[config.mk]
export PLATFORM = sky130hd
export DESIGN_NAME = nine_bit_serial_run_length_deframer_unit
export DESIGN_NICKNAME = d
export VERILOG_FILES = /design/src/hdl/nbsrd_pkg.sv /design/src/hdl/nbsrd_div.sv /design/src/hdl/nbsrd_char.sv /design/src/hdl/nine_bit_serial_run_length_deframer_unit.sv
export VERILOG_INCLUDE_DIRS = /design/src /design/src/hdl
export SDC_FILE = /design/constraint.sdc
export NUM_CORES = 1
export LEC_CHECK = 0
export BUFFER_PORTS_ARGS = -buffer_cell sky130_fd_sc_hd__buf_4
export CAP_MARGIN = 40
export CORE_MARGIN = 2
export CORE_UTILIZATION = 55
export CTS_BUF_LIST = sky130_fd_sc_hd__clkbuf_4 sky130_fd_sc_hd__clkbuf_8 sky130_fd_sc_hd__clkbuf_16
export DETAILED_ROUTE_END_ITERATION = 6
export GPL_TIMING_DRIVEN = 1
export PLACE_DENSITY = 0.75
export SLEW_MARGIN = 20
export SYNTH_ARGS = -nofsm -noshare
export SYNTH_HDL_FRONTEND = slang
export SYNTH_HIERARCHICAL = 1
export SYNTH_SLANG_ARGS = --single-unit
export TNS_END_PERCENT = 10
[constraint.sdc]
create_clock -name clk_i -period 16.13 [get_ports clk_i]
set_clock_uncertainty 0.05 [all_clocks]
set_input_delay 2.4195 -clock clk_i [delete_from_list [all_inputs] [get_ports clk_i]]
set_output_delay 2.4195 -clock clk_i [all_outputs]
set_load 0.005 [all_outputs]
[src/hdl/nine_bit_serial_run_length_deframer_unit_defines.svh]
// Assertion macros for the nine-bit serial run-length deframer.
// Included by the RTL files that carry concurrent assertions; needs clk_i and rst_ni in scope.
`ifndef NINE_BIT_SERIAL_RUN_LENGTH_DEFRAMER_UNIT_DEFINES_SVH
`define NINE_BIT_SERIAL_RUN_LENGTH_DEFRAMER_UNIT_DEFINES_SVH
`ifndef SYNTHESIS
`define NBSRD_ASSERT(lbl, prop) \
  lbl: assert property (@(posedge clk_i) disable iff (!rst_ni) prop) \
    else $error("nbsrd assertion failed");
`define NBSRD_ASSERT_NEVER(lbl, cond) `NBSRD_ASSERT(lbl, !(cond))
`else
`define NBSRD_ASSERT(lbl, prop)
`define NBSRD_ASSERT_NEVER(lbl, cond)
`endif
`endif

[src/hdl/nbsrd_pkg.sv]
// Shared types, constants and helpers of the nine-bit serial run-length deframer.
// No dependencies.
`default_nettype none
package nbsrd_pkg;

  localparam int unsigned CHAR_BITS    = 11;
  localparam int unsigned BIT_CNT_W    = 4;
  localparam int unsigned RUN_CNT_W    = 8;
  localparam int unsigned DUR_W        = 15;
  localparam int unsigned BT_W         = 10;
  localparam int unsigned NUM_W        = 16;
  localparam int unsigned FIELD_W      = 5;
  localparam int unsigned BASE_LEN     = 3;
  localparam int unsigned BT_RESET     = 208;
  localparam int unsigned REG_BIT_TIME = 0;
  localparam logic [RUN_CNT_W-1:0] COUNT_MAX = 8'hFF;

  typedef struct packed {
    logic [CHAR_BITS-1:0] shift;
    logic [BIT_CNT_W-1:0] bit_cnt;
    logic [RUN_CNT_W-1:0] rem;
    logic                 full;
    logic [7:0]           byte_val;
  } char_step_t;

  // Reverse bit order of a byte.
  function automatic logic [7:0] flip8(input logic [7:0] v);
    logic [7:0] r;
    for (int i = 0; i < 8; i++) begin
      r[i] = v[7-i];
    end
    return r;
  endfunction

endpackage
`default_nettype wire

[src/hdl/nbsrd_div.sv]
// Restoring divider, one quotient bit per cycle; quotient saturates at 255.
// Depends on nbsrd_pkg.
`default_nettype none
module nbsrd_div
  import nbsrd_pkg::*;
(
  input  wire logic                 clk_i,
  input  wire logic                 rst_ni,
  input  wire logic                 start_i,
  input  wire logic [NUM_W-1:0]     num_i,
  input  wire logic [BT_W-1:0]      den_i,
  output logic                      done_o,
  output logic [RUN_CNT_W-1:0]      quo_o
);

  localparam int unsigned CNT_W = $clog2(NUM_W);

  logic             busy_q;
  logic             done_q;
  logic [CNT_W-1:0] cnt_q;
  logic [NUM_W-1:0] num_q;
  logic [BT_W-1:0]  rem_q;
  logic [BT_W-1:0]  den_q;

  logic [BT_W:0] trial;
  logic [BT_W:0] diff;
  logic          ge;

  always_comb begin
    trial = {rem_q, num_q[NUM_W-1]};
    ge    = (trial >= {1'b0, den_q});
    diff  = trial - {1'b0, den_q};
  end

  always_ff @(posedge clk_i or negedge rst_ni) begin
    if (!rst_ni) begin
      busy_q <= 1'b0;
      done_q <= 1'b0;
      cnt_q  <= '0;
      num_q  <= '0;
      rem_q  <= '0;
      den_q  <= BT_W'(1);
    end else if (start_i) begin
      busy_q <= 1'b1;
      done_q <= 1'b0;
      cnt_q  <= '0;
      num_q  <= num_i;
      rem_q  <= '0;
      // a zero bit time acts as one
      den_q  <= (den_i == '0) ? BT_W'(1) : den_i;
    end else if (busy_q) begin
      rem_q  <= ge ? diff[BT_W-1:0] : trial[BT_W-1:0];
      num_q  <= {num_q[NUM_W-2:0], ge};
      cnt_q  <= cnt_q + CNT_W'(1);
      if (cnt_q == CNT_W'(NUM_W - 1)) begin
        busy_q <= 1'b0;
        done_q <= 1'b1;
      end
    end else begin
      done_q <= 1'b0;
    end
  end

  assign done_o = done_q;
  assign quo_o  = (|num_q[NUM_W-1:RUN_CNT_W]) ? COUNT_MAX : num_q[RUN_CNT_W-1:0];

endmodule
`default_nettype wire

[src/hdl/nbsrd_char.sv]
// Character shift unit: moves as many run bits as fit into the character register
// in one step and decodes the byte of a full character. Depends on nbsrd_pkg.
`default_nettype none
module nbsrd_char
  import nbsrd_pkg::*;
(
  input  wire logic [CHAR_BITS-1:0] shift_i,
  input  wire logic [BIT_CNT_W-1:0] bit_cnt_i,
  input  wire logic [RUN_CNT_W-1:0] rem_i,
  input  wire logic                 lvl_i,
  output char_step_t                step_o
);

  logic [BIT_CNT_W-1:0] need;
  logic [BIT_CNT_W-1:0] take;
  logic [CHAR_BITS-1:0] fill;
  logic [CHAR_BITS-1:0] shifted;

  always_comb begin
    need = BIT_CNT_W'(CHAR_BITS) - bit_cnt_i;
    take = (rem_i < {{(RUN_CNT_W-BIT_CNT_W){1'b0}}, need}) ? rem_i[BIT_CNT_W-1:0] : need;
    fill = lvl_i ? ~({CHAR_BITS{1'b1}} << take) : '0;
    shifted = (shift_i << take) | fill;

    step_o.shift    = shifted;
    step_o.bit_cnt  = bit_cnt_i + take;
    step_o.rem      = rem_i - {{(RUN_CNT_W-BIT_CNT_W){1'b0}}, take};
    step_o.full     = (step_o.bit_cnt == BIT_CNT_W'(CHAR_BITS));
    step_o.byte_val = flip8(~shifted[9:2]);
  end

endmodule
`default_nettype wire

[src/hdl/nine_bit_serial_run_length_deframer_unit.sv]
// Nine-bit serial run-length deframer: line runs in, bytes of completed frames out.
// Each run is accepted in idle, passes the bit-time divider, then the character steps;
// a timeout skips the divider. A new request is taken only back in idle, after the run
// and any frame emission; a frame goes out one byte a cycle while the receiver is ready.
// Reset: control state and sync clear, bit time goes to 208 us; the frame store holds
// undefined data until written and needs no clearing pass.
`default_nettype none
`include "nine_bit_serial_run_length_deframer_unit_defines.svh"
module nine_bit_serial_run_length_deframer_unit
  import nbsrd_pkg::*;
#(
  parameter int unsigned MAX_FRAME_BYTES = 18
) (
  input  wire logic        clk_i,
  input  wire logic        rst_ni,
  // input stream
  input  wire logic        s_axis_tvalid,
  output logic             s_axis_tready,
  input  wire logic [15:0] s_axis_tdata,   // [0] level, [15:1] duration_us
  input  wire logic [0:0]  s_axis_tuser,   // [0] func
  // output stream
  output logic             m_axis_tvalid,
  input  wire logic        m_axis_tready,
  output logic [23:0]      m_axis_tdata,   // [7:0] frame_byte, [12:8] byte_index,
                                           // [17:13] frame_length, [23:18] zero
  output logic             m_axis_tlast,
  // configuration
  input  wire logic        psel,
  input  wire logic        penable,
  input  wire logic        pwrite,
  input  wire logic [2:0]  paddr,
  input  wire logic [31:0] pwdata,
  output logic [31:0]      prdata,
  output logic             pready
);

  localparam int unsigned ADDR_W = $clog2(MAX_FRAME_BYTES);
  localparam int unsigned IDX_W  = $clog2(MAX_FRAME_BYTES + 1);

  typedef enum logic [1:0] {
    S_IDLE,
    S_DIV,
    S_CHAR,
    S_EMIT
  } state_e;

  // Sequencer and line state
  state_e               state_q, state_d;
  logic [BT_W-1:0]      bit_time_q, bit_time_d;
  logic [CHAR_BITS-1:0] char_shift_q, char_shift_d;
  logic [BIT_CNT_W-1:0] bit_cnt_q, bit_cnt_d;
  logic                 in_frame_q, in_frame_d;
  logic [FIELD_W-1:0]   exp_len_q, exp_len_d;
  logic [IDX_W-1:0]     char_idx_q, char_idx_d;
  logic                 lvl_q, lvl_d;
  logic                 tmo_q, tmo_d;
  logic [RUN_CNT_W-1:0] rem_q, rem_d;
  logic [ADDR_W-1:0]    emit_idx_q, emit_idx_d;
  logic [FIELD_W-1:0]   frame_len_q, frame_len_d;

  // Output register
  logic                 m_valid_q, m_valid_d;
  logic [7:0]           m_byte_q, m_byte_d;
  logic [FIELD_W-1:0]   m_idx_q, m_idx_d;
  logic [FIELD_W-1:0]   m_len_q, m_len_d;
  logic                 m_last_q, m_last_d;

  // Frame store: written during character steps, read at the emit pointer
  logic [7:0]           frame_store_q [MAX_FRAME_BYTES];
  logic                 store_we;
  logic [ADDR_W-1:0]    store_addr;
  logic [7:0]           store_wdata;

  logic                 in_fire;
  logic                 cfg_write;
  logic                 in_func;
  logic                 in_level;
  logic [DUR_W-1:0]     in_dur;
  logic                 div_start;
  logic                 div_done;
  logic [RUN_CNT_W-1:0] div_quo;
  logic [NUM_W-1:0]     div_num;
  char_step_t           step;
  logic [FIELD_W-1:0]   exp_len_new;
  logic [IDX_W-1:0]     char_idx_new;
  logic [FIELD_W:0]     emit_next;

  assign in_func  = s_axis_tuser[0];
  assign in_level = s_axis_tdata[0];
  assign in_dur   = s_axis_tdata[15:1];
  assign in_fire  = s_axis_tvalid && s_axis_tready;

  // Configuration: one register, decoded on the word address bit
  assign cfg_write = psel && penable && pwrite && pready;
  assign pready    = 1'b1;
  assign prdata    = (paddr[2] == 1'(REG_BIT_TIME)) ? {{(32-BT_W){1'b0}}, bit_time_q} : '0;

  // Rounded bit count: (duration + half bit) / bit time
  assign div_num = {1'b0, in_dur} + {{(NUM_W-BT_W+1){1'b0}}, bit_time_q[BT_W-1:1]};

  nbsrd_div u_div (
    .clk_i   (clk_i),
    .rst_ni  (rst_ni),
    .start_i (div_start),
    .num_i   (div_num),
    .den_i   (bit_time_q),
    .done_o  (div_done),
    .quo_o   (div_quo)
  );

  nbsrd_char u_char (
    .shift_i   (char_shift_q),
    .bit_cnt_i (bit_cnt_q),
    .rem_i     (rem_q),
    .lvl_i     (lvl_q),
    .step_o    (step)
  );

  // The second character's low nibble extends the base length
  assign exp_len_new  = (char_idx_q == IDX_W'(1))
                      ? exp_len_q + {1'b0, step.byte_val[3:0]} : exp_len_q;
  assign char_idx_new = char_idx_q + IDX_W'(1);
  assign emit_next    = {1'b0, FIELD_W'(emit_idx_q)} + (FIELD_W+1)'(1);

  always_comb begin
    state_d      = state_q;
    bit_time_d   = bit_time_q;
    char_shift_d = char_shift_q;
    bit_cnt_d    = bit_cnt_q;
    in_frame_d   = in_frame_q;
    exp_len_d    = exp_len_q;
    char_idx_d   = char_idx_q;
    lvl_d        = lvl_q;
    tmo_d        = tmo_q;
    rem_d        = rem_q;
    emit_idx_d   = emit_idx_q;
    frame_len_d  = frame_len_q;
    m_valid_d    = m_valid_q;
    m_byte_d     = m_byte_q;
    m_idx_d      = m_idx_q;
    m_len_d      = m_len_q;
    m_last_d     = m_last_q;
    div_start    = 1'b0;
    store_we     = 1'b0;
    store_addr   = char_idx_q[ADDR_W-1:0];
    store_wdata  = step.byte_val;

    if (cfg_write && (paddr[2] == 1'(REG_BIT_TIME))) begin
      bit_time_d = pwdata[BT_W-1:0];
    end

    unique case (state_q)
      S_IDLE: begin
        if (in_fire) begin
          if (in_func) begin
            // Timeout: pad the open character with low bits, then drop sync
            if (in_frame_q) begin
              lvl_d   = 1'b0;
              tmo_d   = 1'b1;
              rem_d   = RUN_CNT_W'(BIT_CNT_W'(CHAR_BITS) - bit_cnt_q);
              state_d = S_CHAR;
            end
          end else if ((in_dur != '0) && (in_frame_q || in_level)) begin
            if (!in_frame_q) begin
              // High run out of sync opens a frame, even if it rounds to no bits
              in_frame_d   = 1'b1;
              exp_len_d    = FIELD_W'(BASE_LEN);
              char_idx_d   = '0;
              bit_cnt_d    = '0;
              char_shift_d = '0;
            end
            lvl_d     = in_level;
            tmo_d     = 1'b0;
            div_start = 1'b1;
            state_d   = S_DIV;
          end
        end
      end

      S_DIV: begin
        if (div_done) begin
          rem_d   = div_quo;
          state_d = S_CHAR;
        end
      end

      S_CHAR: begin
        char_shift_d = step.shift;
        bit_cnt_d    = step.bit_cnt;
        rem_d        = step.rem;
        if (!step.full) begin
          // run exhausted mid-character
          state_d = S_IDLE;
        end else begin
          exp_len_d = exp_len_new;
          if (char_idx_q >= IDX_W'(MAX_FRAME_BYTES)) begin
            // overlong frame: discard, drop sync and the rest of the run
            in_frame_d   = 1'b0;
            char_idx_d   = '0;
            char_shift_d = '0;
            bit_cnt_d    = '0;
            state_d      = S_IDLE;
          end else begin
            store_we     = 1'b1;
            char_idx_d   = char_idx_new;
            char_shift_d = '0;
            bit_cnt_d    = '0;
            if ((FIELD_W+1)'(exp_len_new) == (FIELD_W+1)'(char_idx_new)) begin
              // frame complete: drop sync, discard leftover bits, emit
              frame_len_d = FIELD_W'(char_idx_new);
              emit_idx_d  = '0;
              in_frame_d  = 1'b0;
              char_idx_d  = '0;
              state_d     = S_EMIT;
            end else if (tmo_q) begin
              in_frame_d  = 1'b0;
              char_idx_d  = '0;
              state_d     = S_IDLE;
            end else if (!lvl_q || (step.rem == '0)) begin
              // a low bit ends a character; its run ends here too
              state_d = S_IDLE;
            end
          end
        end
      end

      S_EMIT: begin
        if (!m_valid_q || m_axis_tready) begin
          if (m_valid_q && m_last_q) begin
            m_valid_d = 1'b0;
            state_d   = S_IDLE;
          end else begin
            m_valid_d  = 1'b1;
            m_byte_d   = frame_store_q[emit_idx_q];
            m_idx_d    = FIELD_W'(emit_idx_q);
            m_len_d    = frame_len_q;
            m_last_d   = (emit_next == {1'b0, frame_len_q});
            emit_idx_d = emit_idx_q + ADDR_W'(1);
          end
        end
      end

      default: state_d = S_IDLE;
    endcase
  end

  always_ff @(posedge clk_i or negedge rst_ni) begin
    if (!rst_ni) begin
      state_q      <= S_IDLE;
      bit_time_q   <= BT_W'(BT_RESET);
      char_shift_q <= '0;
      bit_cnt_q    <= '0;
      in_frame_q   <= 1'b0;
      exp_len_q    <= FIELD_W'(BASE_LEN);
      char_idx_q   <= '0;
      lvl_q        <= 1'b0;
      tmo_q        <= 1'b0;
      rem_q        <= '0;
      emit_idx_q   <= '0;
      frame_len_q  <= '0;
      m_valid_q    <= 1'b0;
      m_byte_q     <= '0;
      m_idx_q      <= '0;
      m_len_q      <= '0;
      m_last_q     <= 1'b0;
    end else begin
      state_q      <= state_d;
      bit_time_q   <= bit_time_d;
      char_shift_q <= char_shift_d;
      bit_cnt_q    <= bit_cnt_d;
      in_frame_q   <= in_frame_d;
      exp_len_q    <= exp_len_d;
      char_idx_q   <= char_idx_d;
      lvl_q        <= lvl_d;
      tmo_q        <= tmo_d;
      rem_q        <= rem_d;
      emit_idx_q   <= emit_idx_d;
      frame_len_q  <= frame_len_d;
      m_valid_q    <= m_valid_d;
      m_byte_q     <= m_byte_d;
      m_idx_q      <= m_idx_d;
      m_len_q      <= m_len_d;
      m_last_q     <= m_last_d;
    end
  end

  // Hold frame bytes; no reset, only entries of the current frame are read
  always_ff @(posedge clk_i) begin
    if (store_we) begin
      frame_store_q[store_addr] <= store_wdata;
    end
  end

  assign s_axis_tready = (state_q == S_IDLE);
  assign m_axis_tvalid = m_valid_q;
  assign m_axis_tlast  = m_last_q;
  assign m_axis_tdata  = {6'b0, m_len_q, m_idx_q, m_byte_q};

  `NBSRD_ASSERT(a_ready_no_result, s_axis_tready |-> !m_axis_tvalid)
  `NBSRD_ASSERT(a_last_ends_frame, (m_axis_tvalid && m_axis_tready && m_axis_tlast) |=> !m_axis_tvalid)
  `NBSRD_ASSERT(a_index_in_length, m_axis_tvalid |-> (m_idx_q < m_len_q))
  `NBSRD_ASSERT_NEVER(a_idle_char_open, (state_q == S_IDLE) && (bit_cnt_q >= BIT_CNT_W'(CHAR_BITS)))
  `NBSRD_ASSERT_NEVER(a_unsync_dirty, !in_frame_q && ((bit_cnt_q != '0) || (char_idx_q != '0)))

endmodule
`default_nettype wire

==> implementation parameters, run 1 <==
Parameter                              Value

Min path
  Hold Path Cell Cnt    2
  Hold path endpoint    m_byte_q[7]$_DFFE_PN0P_
  Hold crit path type    register to register
  Worst Hold Launch    m_byte_q[7]$_DFFE_PN0P_

Final layout
  Post-layout utilization of the core    0.625
  Number of diodes added for antenna fixing    0
  Finished Cell Area    15600 µm²
  Layout-stage area growth over the synthesis result    12.3%
  Total Nets Final    1326
  Non-filler instance count after layout    1574
  Fraction of final layout cells with drive strength greater than 1    0.207

Clocking
  Total clock buffers created by CTS    28
  Clock Sinks    263
  CTS tree    done
  Number of buffers inserted by post-CTS setup repair    0
  Hold-fix buffers, CTS    0
  Max H-tree Level    1
  Clock transition at the registers of the reported paths    0.06 ns
  Clock network latency to the later pin of the worst-skew pair    0.55 ns
  Maximum buffer depth of the clock tree    3
  Root Driver    sky130_fd_sc_hd__clkbuf_16
  Number of gates given a new drive strength after cts    0

Timing
  Ratio of final minimum period to clock period    0.398
  Setup Total Neg Slack    0 ns
  Actual transition at the worst max-transition pin    0.822 ns
  Final Hold Vio Count    0
  Upper clock frequency limit    156 MHz
  Min Tclk post-route    6.42 ns
  Setup-failing EPs final    0
  Hold WS    0.432 ns
  Headroom to the max-slew limit    0.450
  RSZ-0062 raised after global routing    false
  Max Slew Vio Count    0

Power and ir drop
  Power density over cell area    224 nW/µm²
  Static leakage power    6.17 nW
  Peak supply drop    0.000183 V

Critical path
  Setup crit end kind    register
  Highest net fanout along the worst path    20
  Startpoint type of the worst setup path    register
  Count of cells along the worst register-to-register path    18
  Setup Crit Path Kind    register to register
  Critical Path AT    6.80 ns
  Reg-to-reg critical path endpoint    emit_idx_q[0]$_DFFE_PN0P_
  Register-to-register setup slack    9.71 ns
  Origin of the critical flop-to-flop path    bit_cnt_q[2]$_DFFE_PN0P_
  Required time reported for the critical path endpoint    16.51 ns

Logic synthesis
  YS warnings    6
  Synthesized area divided by synthesized cell count    11.9 µm²
  Post-Synthesis Cells    1169
  Cell area after synthesis    13900 µm²

Global routing
  First-pass GRT wire length    48.6 mm
  Remaining global-route overflow    0
  Via count of the first global-routing pass    9199
  Total global routing track utilization    0.232
  Initial antenna violation count    0
  Largest net degree at the start of global routing    71

Die
  Std-Cell Rows    58
  Floorplan die height    163 µm
  Initial Utilization    0.557
  Width of the chip    163 µm
  Die area    26600 µm²
  I/O pin count    119
  Area of the core    25000 µm²

Placement
  Count of placed standard cells including taps    1517
  Gp weighted congestion    0.894
  Area after DPL    14600 µm²
  Post-detailed-placement half-perimeter wirelength    20.3 mm
  Port-buffer cells    65

Job
  Number of maximum-capacitance violations    0

Drt
  Average routed wire per standard cell    19.3 µm
  Number of optimization iterations in the first detailed-route pass    7
  Mean number of vias per cell    5.89
  Drt initial violations    676
  Count of vias placed by the detailed router    9274
  Post-route DRC violation count    0
  DRT antenna net count    0
  Final WL    30.3 mm

Run status
  Outcome    completed
[how the worst max path moves through the flow]
stage,startpoint,end,cells past startpoint
after detailed placement,bit_cnt_q[2]$_DFFE_PN0P_,emit_idx_q[0]$_DFFE_PN0P_,18
after CTS,bit_cnt_q[2]$_DFFE_PN0P_,emit_idx_q[0]$_DFFE_PN0P_,18
after floorplan,paddr[2],prdata[0],2
final,bit_cnt_q[2]$_DFFE_PN0P_,emit_idx_q[0]$_DFFE_PN0P_,18
after global placement,bit_cnt_q[2]$_DFFE_PN0P_,emit_idx_q[0]$_DFFE_PN0P_,18
after global routing,bit_cnt_q[2]$_DFFE_PN0P_,emit_idx_q[0]$_DFFE_PN0P_,18
[critical path: stages (launching register included)]
cell,delay [ns]
sky130_fd_sc_hd__dfrtp_1,0.63
sky130_fd_sc_hd__inv_1,0.13
sky130_fd_sc_hd__ha_1,0.33
sky130_fd_sc_hd__a21o_1,0.21
sky130_fd_sc_hd__o21ai_1,0.24
sky130_fd_sc_hd__nand2_1,0.18
sky130_fd_sc_hd__a21oi_1,0.68
sky130_fd_sc_hd__inv_2,0.13
sky130_fd_sc_hd__nor2_1,0.65
sky130_fd_sc_hd__a221o_1,0.80
sky130_fd_sc_hd__inv_1,0.16
sky130_fd_sc_hd__fa_1,0.47
sky130_fd_sc_hd__xnor2_1,0.28
sky130_fd_sc_hd__xnor2_1,0.19
sky130_fd_sc_hd__a31oi_1,0.16
sky130_fd_sc_hd__mux2i_4,0.23
sky130_fd_sc_hd__nand3_4,0.18
sky130_fd_sc_hd__a21o_4,0.29
sky130_fd_sc_hd__mux2_4,0.30
[cell usage in the layout (no fill, tap or decap), types with 9 or more instances in the layout]
master and n:
sky130_fd_sc_hd__edfxtp_1 144, sky130_fd_sc_hd__o21ai_0 92, sky130_fd_sc_hd__clkbuf_4 12, sky130_fd_sc_hd__a22oi_1 9, sky130_fd_sc_hd__or2_2 10, sky130_fd_sc_hd__conb_1 29
sky130_fd_sc_hd__mux2i_1 37, sky130_fd_sc_hd__mux2_2 30, sky130_fd_sc_hd__ha_1 41, sky130_fd_sc_hd__xor2_1 11, sky130_fd_sc_hd__nand2_1 129, sky130_fd_sc_hd__inv_1 50
sky130_fd_sc_hd__nand2b_1 10, sky130_fd_sc_hd__nor2b_1 16, sky130_fd_sc_hd__buf_4 76, sky130_fd_sc_hd__a21o_1 14, sky130_fd_sc_hd__clkbuf_16 29, sky130_fd_sc_hd__nor2_1 72
sky130_fd_sc_hd__xnor2_1 31, sky130_fd_sc_hd__mux4_2 43, sky130_fd_sc_hd__dfrtp_1 111, sky130_fd_sc_hd__a21oi_1 43, sky130_fd_sc_hd__nand3_1 16
[registers in the layout, indices dropped and copies added (netlist names), 2 cells and up]
name,count
u_div/den_q,10
m_idx_q,5
emit_idx_q,5
rem_q,8
exp_len_q,5
m_len_q,5
bit_time_q,10
frame_len_q,5
u_div/num_q,16
bit_cnt_q,4
frame_store_q,144
u_div/rem_q,10
state_q,2
u_div/cnt_q,4
m_byte_q,8
char_shift_q,10
char_idx_q,5
[where the power goes]
part,total [mW],switching [mW],internal (mW),leakage (nW)
logic,1.72,1.01,0.715,2.91
registers,1.12,0.133,0.988,2.78
clock network,0.657,0.259,0.398,0.480
[layout make-up]
| type | count | area [µm²] |
|---|---|---|
| tap | 330 | 413 |
| inverter | 53 | 201 |
| timing repair buffer | 83 | 711 |
| multi-input combinational | 793 | 6050 |
| sequential | 263 | 7310 |
| clock inverter | 8 | 100 |
| fill | 1910 | 9390 |
| clock buffer | 44 | 857 |
[through the flow]
stage	total power, mW	setup WS, ns
CTS	3.50	9.84
finish	3.50	9.71
global route	3.73	9.35
detailed placement	2.82	9.87
global placement	2.76	10.03
floorplan	2.39	10.90
[metal layers]
metal / GRT usage / part of all wire / vias up
met5: 0 / 0 / -
met4: 0.0829 / 0.032 / 0
met3: 0.0338 / 0.059 / 63
met2: 0.404 / 0.50 / 296
met1: 0.297 / 0.40 / 4564
li1: - / - / 4351
(Power assumes the default switching activity.)
==> run 2: changes to the inputs <==
PLACE_DENSITY = 0.78   (was 0.75)
clock period = 5.2 ns   (was 16.13 ns; I/O delays follow)
==> implementation parameters, run 2 (synthesized netlist as in run 1, its figures left out) <==
Parameter                              Value

Clocking
  CTS tree    done
  Maximum buffer depth of the clock tree    3
  Clock network latency to the later pin of the worst-skew pair    0.53 ns
  Number of gates given a new drive strength after cts    0
  Root Driver    sky130_fd_sc_hd__clkbuf_16
  Hold-fix buffers, CTS    0
  Clock Sinks    263
  Max H-tree Level    1
  Number of buffers inserted by post-CTS setup repair    0
  Total clock buffers created by CTS    27
  Clock transition at the registers of the reported paths    0.06 ns

Die
  Floorplan die height    163 µm
  I/O pin count    119
  Die area    26600 µm²
  Area of the core    25000 µm²
  Std-Cell Rows    58
  Width of the chip    163 µm
  Initial Utilization    0.557

Timing
  Upper clock frequency limit    202 MHz
  Final Hold Vio Count    0
  RSZ-0062 raised after global routing    true
  Min Tclk post-route    4.96 ns
  Actual transition at the worst max-transition pin    0.776 ns
  Setup-failing EPs final    0
  Ratio of final minimum period to clock period    0.954
  Headroom to the max-slew limit    0.483
  Max Slew Vio Count    0
  Worst path setup slack after routing    0.242 ns

Placement
  Gp weighted congestion    0.866
  Post-detailed-placement half-perimeter wirelength    20.8 mm
  Count of placed standard cells including taps    1543
  Setup slack after placement    0.310 ns
  Port-buffer cells    65
  Area after DPL    14800 µm²

Drt
  Final WL    30.1 mm
  Count of vias placed by the detailed router    9430
  DRT antenna net count    0
  Drt initial violations    849
  Average routed wire per standard cell    18.9 µm
  Mean number of vias per cell    5.91
  Number of optimization iterations in the first detailed-route pass    5
  Post-route DRC violation count    0

Final layout
  Fraction of final layout cells with drive strength greater than 1    0.218
  Total Nets Final    1348
  Non-filler instance count after layout    1595
  Most common library cell in the layout ignoring fill and taps    sky130_fd_sc_hd__edfxtp_1
  Max FFs per register    144
  Largest registers in the final layout    frame_store_q x144, u_div/num_q x16
  Layout-stage area growth over the synthesis result    12.4%
  Register with the highest flop count    frame_store_q
  Finished Cell Area    15700 µm²
  Most used cells in the layout excluding fill and tap cells    144 x sky130_fd_sc_hd__edfxtp_1, 129 x sky130_fd_sc_hd__nand2_1, 111 x sky130_fd_sc_hd__dfrtp_1
  Post-layout utilization of the core    0.626

Critical path
  Setup Crit Path Kind    register to register
  Highest net fanout along the worst path    12
  Required time reported for the critical path endpoint    5.56 ns
  Setup crit end kind    register
  Startpoint type of the worst setup path    register
  Critical Path AT    5.32 ns
  Count of cells along the worst register-to-register path    18

Run status
  Outcome    completed

Global routing
  Total global routing track utilization    0.231
  Remaining global-route overflow    0
  Via count of the first global-routing pass    9263
  Initial antenna violation count    1
  First-pass GRT wire length    48.7 mm
  Largest net degree at the start of global routing    71

Power and ir drop
  Power density over cell area    687 nW/µm²
  Static leakage power    6.23 nW
  Peak supply drop    0.000530 V

Min path
  Hold crit path type    primary input to async pin

Job
  Number of maximum-capacitance violations    0
## run 2: critical path: stages (launching register included)
cell and delay, ns:
sky130_fd_sc_hd__dfrtp_1 0.41, sky130_fd_sc_hd__or4_4 0.59, sky130_fd_sc_hd__a21o_1 0.25, sky130_fd_sc_hd__o21ai_2 0.24
sky130_fd_sc_hd__nand2_4 0.13, sky130_fd_sc_hd__inv_4 0.15, sky130_fd_sc_hd__mux2_2 0.39, sky130_fd_sc_hd__a31oi_1 0.23
sky130_fd_sc_hd__a221o_1 0.19, sky130_fd_sc_hd__ha_1 0.18, sky130_fd_sc_hd__inv_1 0.05, sky130_fd_sc_hd__fa_1 0.39
sky130_fd_sc_hd__xnor2_1 0.27, sky130_fd_sc_hd__xnor2_1 0.19, sky130_fd_sc_hd__a31oi_1 0.15, sky130_fd_sc_hd__mux2i_4 0.23
sky130_fd_sc_hd__nand3_4 0.17, sky130_fd_sc_hd__a21o_4 0.29, sky130_fd_sc_hd__mux2_4 0.29
## run 2: final timing paths
path	startpoint	to	slack (ns)
max	rem_q[7]$_DFFE_PN0P_	emit_idx_q[0]$_DFFE_PN0P_	0.24
min	rst_ni	bit_time_q[8]$_DFFE_PN0P_	0.21
max reg2reg	rem_q[7]$_DFFE_PN0P_	emit_idx_q[0]$_DFFE_PN0P_	0.24
min reg2reg	m_idx_q[1]$_DFFE_PN0P_	m_idx_q[1]$_DFFE_PN0P_	0.43
max in group asynchronous	rst_ni	emit_idx_q[1]$_DFFE_PN0P_	3.92
min in group clk_i	m_idx_q[1]$_DFFE_PN0P_	m_idx_q[1]$_DFFE_PN0P_	0.43
## run 2: cell type report
type                       instances  area [µm²]
fill                            1922        9370
sequential                       263        7310
multi-input combinational        793        6050
timing repair buffer             106         823
clock buffer                      38         771
tap                              330         413
inverter                          53         201
clock inverter                    11        88.8
antenna                            1        2.50
## run 2: metal layers
metal | routed length, µm | vias to the layer above | global-route usage | part of all wire
li1 | - | 4400 | - | -
met1 | 12700 | 4654 | 0.308 | 0.42
met2 | 14900 | 328 | 0.400 | 0.49
met3 | 1830 | 48 | 0.0287 | 0.061
met4 | 671 | 0 | 0.0623 | 0.022
met5 | 0 | - | 0 | 0
## run 2: report_power, final
group	internal, mW	switching [mW]
Clock	1.08	0.769
Combinational	2.28	3.17
Sequential	3.06	0.384
Total	6.43	4.33
## run 2: per-stage QoR
stage | hold WS [ns] | power, mW | setup TNS, ns
finish | 0.215 | 10.8 | 0
global route | 0.262 | 11.5 | -0.0120
CTS | 0.226 | 10.7 | 0
detailed placement | 0.421 | 8.84 | 0
global placement | 0.412 | 8.64 | 0
floorplan | 0.395 | 7.41 | 0
==> run 3: changes to the inputs <==
MAX_ROUTING_LAYER = met4   (was default)
==> implementation parameters, run 3 (synthesized netlist as in run 1, its figures left out) <==
Parameter                              Value

Global routing
  Remaining global-route overflow    0
  Initial antenna violation count    1
  Via count of the first global-routing pass    9155
  First-pass GRT wire length    49.1 mm
  Largest net degree at the start of global routing    71
  Total global routing track utilization    0.242

Timing
  Min Tclk post-route    4.90 ns
  Setup-failing EPs final    0
  Headroom to the max-slew limit    0.483
  Upper clock frequency limit    204 MHz
  Worst path setup slack after routing    0.304 ns
  Max Slew Vio Count    0
  Final Hold Vio Count    0
  Setup Total Neg Slack    0 ns
  Ratio of final minimum period to clock period    0.941
  Hold WS    0.227 ns
  RSZ-0062 raised after global routing    false
  Actual transition at the worst max-transition pin    0.775 ns

Drt
  Post-route DRC violation count    0
  Metal1 wirelength    12.7 mm
  Mean number of vias per cell    5.85
  Count of vias placed by the detailed router    9343
  Drt initial violations    712
  Length of routed met2 wiring    15.4 mm
  Number of optimization iterations in the first detailed-route pass    5
  Routed length on met3    1.92 mm
  Average routed wire per standard cell    19.2 µm
  Final WL    30.7 mm
  Highest signal layer in the routed design    met4
  DRT antenna net count    0

Final layout
  Fraction of final layout cells with drive strength greater than 1    0.220
  Most used cells in the layout excluding fill and tap cells    144 x sky130_fd_sc_hd__edfxtp_1, 129 x sky130_fd_sc_hd__nand2_1, 111 x sky130_fd_sc_hd__dfrtp_1
  Largest registers in the final layout    frame_store_q x144, u_div/num_q x16
  Total Nets Final    1349
  Max FFs per register    144
  Fillcell total    1850
  Register with the highest flop count    frame_store_q
  Most common library cell in the layout ignoring fill and taps    sky130_fd_sc_hd__edfxtp_1
  Layout-stage area growth over the synthesis result    13.1%

Clocking
  Root Driver    sky130_fd_sc_hd__clkbuf_16
  Clock transition at the registers of the reported paths    0.06 ns
  Clock network latency to the later pin of the worst-skew pair    0.53 ns
  Max H-tree Level    1
  Number of gates given a new drive strength after cts    0
  CTS tree    done
  Total clock buffers created by CTS    28
  Maximum buffer depth of the clock tree    3
  Hold-fix buffers, CTS    0
  Clock Sinks    263
  Number of buffers inserted by post-CTS setup repair    0

Die
  Width of the chip    163 µm
  Std-Cell Rows    58
  Floorplan die height    163 µm
  Area of the core    25000 µm²
  Die area    26600 µm²
  Initial Utilization    0.557
  I/O pin count    119

Critical path
  Total buffers and inverters traversed by the critical path    2
  Setup crit end kind    register
  Gate family responsible for the most delay along the worst path    compound AO/OA/AOI/OAI gates
  Startpoint type of the worst setup path    register
  Highest net fanout along the worst path    12
  Cell repeated most along the worst path    sky130_fd_sc_hd__a31oi_1
  Critical path cell sequence    or4_4, a21o_1, o21ai_2, nand2_4, inv_4, mux2_2, a31oi_1, a221o_1, ha_1, inv_1, fa_1, xnor2_2, xnor2_1, a31oi_1, mux2i_4, nand3_4, a21o_4, mux2_4
  CP max stage cell    sky130_fd_sc_hd__or4_4
  Required time reported for the critical path endpoint    5.57 ns
  Largest stage delay, worst path    0.59 ns
  Setup Crit Path Kind    register to register
  Critical Path AT    5.26 ns

Job
  Number of maximum-capacitance violations    0

Power and ir drop
  Peak supply drop    0.000616 V
  Proportion of power drawn by combinational gates    0.502
  Sequential share of power    0.317
  Static leakage power    6.27 nW
  Internal power of the cells    6.53 mW
  Switching power share of the total    0.401
  Power density over cell area    693 nW/µm²
  Part of the total power dissipated in the clock network    0.180
  Net Sw Power    4.38 mW

Placement
  Port-buffer cells    65
  Gp weighted congestion    0.881
  Post-detailed-placement half-perimeter wirelength    21.1 mm
  Setup slack after placement    0.270 ns

Run status
  Outcome    completed

Min path
  Hold crit path type    primary input to async pin
run 3: cell types whose count changed in the layout (fill, tap and decap cells not counted), sizes merged:
cell / change
clkbuf: +2
clkinv: +2
clkinvlp: -1
run 3: stage by stage:
stage               utilization  cells  power (mW)  area (µm²)
floorplan                     -   1196        7.41       14000
global placement          0.589   1542        8.65       14700
detailed placement        0.590   1543        8.85       14800
CTS                       0.627   1595        10.9       15700
global route              0.629   1598        11.6       15800
finish                    0.629   1598        10.9       15800
run 3: layout make-up:
class	instances	area, µm²	area share
Tap cell	330	413	0.0262
Clock inverter	12	93.8	0.00596
Timing Repair Buffer	106	827	0.0525
Sequential cell	263	7310	0.464
Inverter	53	201	0.0128
Antenna cell	1	2.50	0.000159
Multi-Input combinational cell	793	6060	0.385
Clock buffer	40	840	0.0533
run 3: worst reg2reg max path: stages, from the launching register on:
cell and delay [ns]:
sky130_fd_sc_hd__dfrtp_1 0.41, sky130_fd_sc_hd__or4_4 0.59, sky130_fd_sc_hd__a21o_1 0.25, sky130_fd_sc_hd__o21ai_2 0.22, sky130_fd_sc_hd__nand2_4 0.12, sky130_fd_sc_hd__inv_4 0.16, sky130_fd_sc_hd__mux2_2 0.38, sky130_fd_sc_hd__a31oi_1 0.22
sky130_fd_sc_hd__a221o_1 0.19, sky130_fd_sc_hd__ha_1 0.18, sky130_fd_sc_hd__inv_1 0.05, sky130_fd_sc_hd__fa_1 0.41, sky130_fd_sc_hd__xnor2_2 0.17, sky130_fd_sc_hd__xnor2_1 0.21, sky130_fd_sc_hd__a31oi_1 0.16, sky130_fd_sc_hd__mux2i_4 0.24
sky130_fd_sc_hd__nand3_4 0.18, sky130_fd_sc_hd__a21o_4 0.29, sky130_fd_sc_hd__mux2_4 0.29
run 3: path summary, 6_finish.rpt:
check / start / to / slack, ns / depth (start not counted)
setup / recovery: rem_q[7]$_DFFE_PN0P_ / emit_idx_q[0]$_DFFE_PN0P_ / 0.30 / 18
min in group clk_i: s_axis_tuser / lvl_q$_DFFE_PN0P_ / 0.42 / 2
max in group asynchronous: rst_ni / exp_len_q[1]$_DFFE_PN1P_ / 3.92 / 2
hold / removal: rst_ni / bit_time_q[8]$_DFFE_PN0P_ / 0.23 / 1
setup reg to reg: rem_q[7]$_DFFE_PN0P_ / emit_idx_q[0]$_DFFE_PN0P_ / 0.30 / 18
hold reg to reg: m_byte_q[6]$_DFFE_PN0P_ / m_byte_q[6]$_DFFE_PN0P_ / 0.43 / 2
run 3: metal layers:
metal,vias to the layer above,track usage
met5,-,-
met1,4585,0.308
li1,4393,-
met4,0,0.0676
met2,321,0.403
met3,44,0.0396
run 3: power by group through the flow:
| stage | Sequential (mW) | Combinational (mW) | Clock (mW) |
|---|---|---|---|
| after floorplan | 3.34 | 4.07 | 0 |
| after global placement | 3.48 | 5.17 | 0 |
| after detailed placement | 3.51 | 5.34 | 0 |
| after CTS | 3.47 | 5.38 | 2.01 |
| after global routing | 3.52 | 6.00 | 2.09 |
| final | 3.46 | 5.48 | 1.97 |
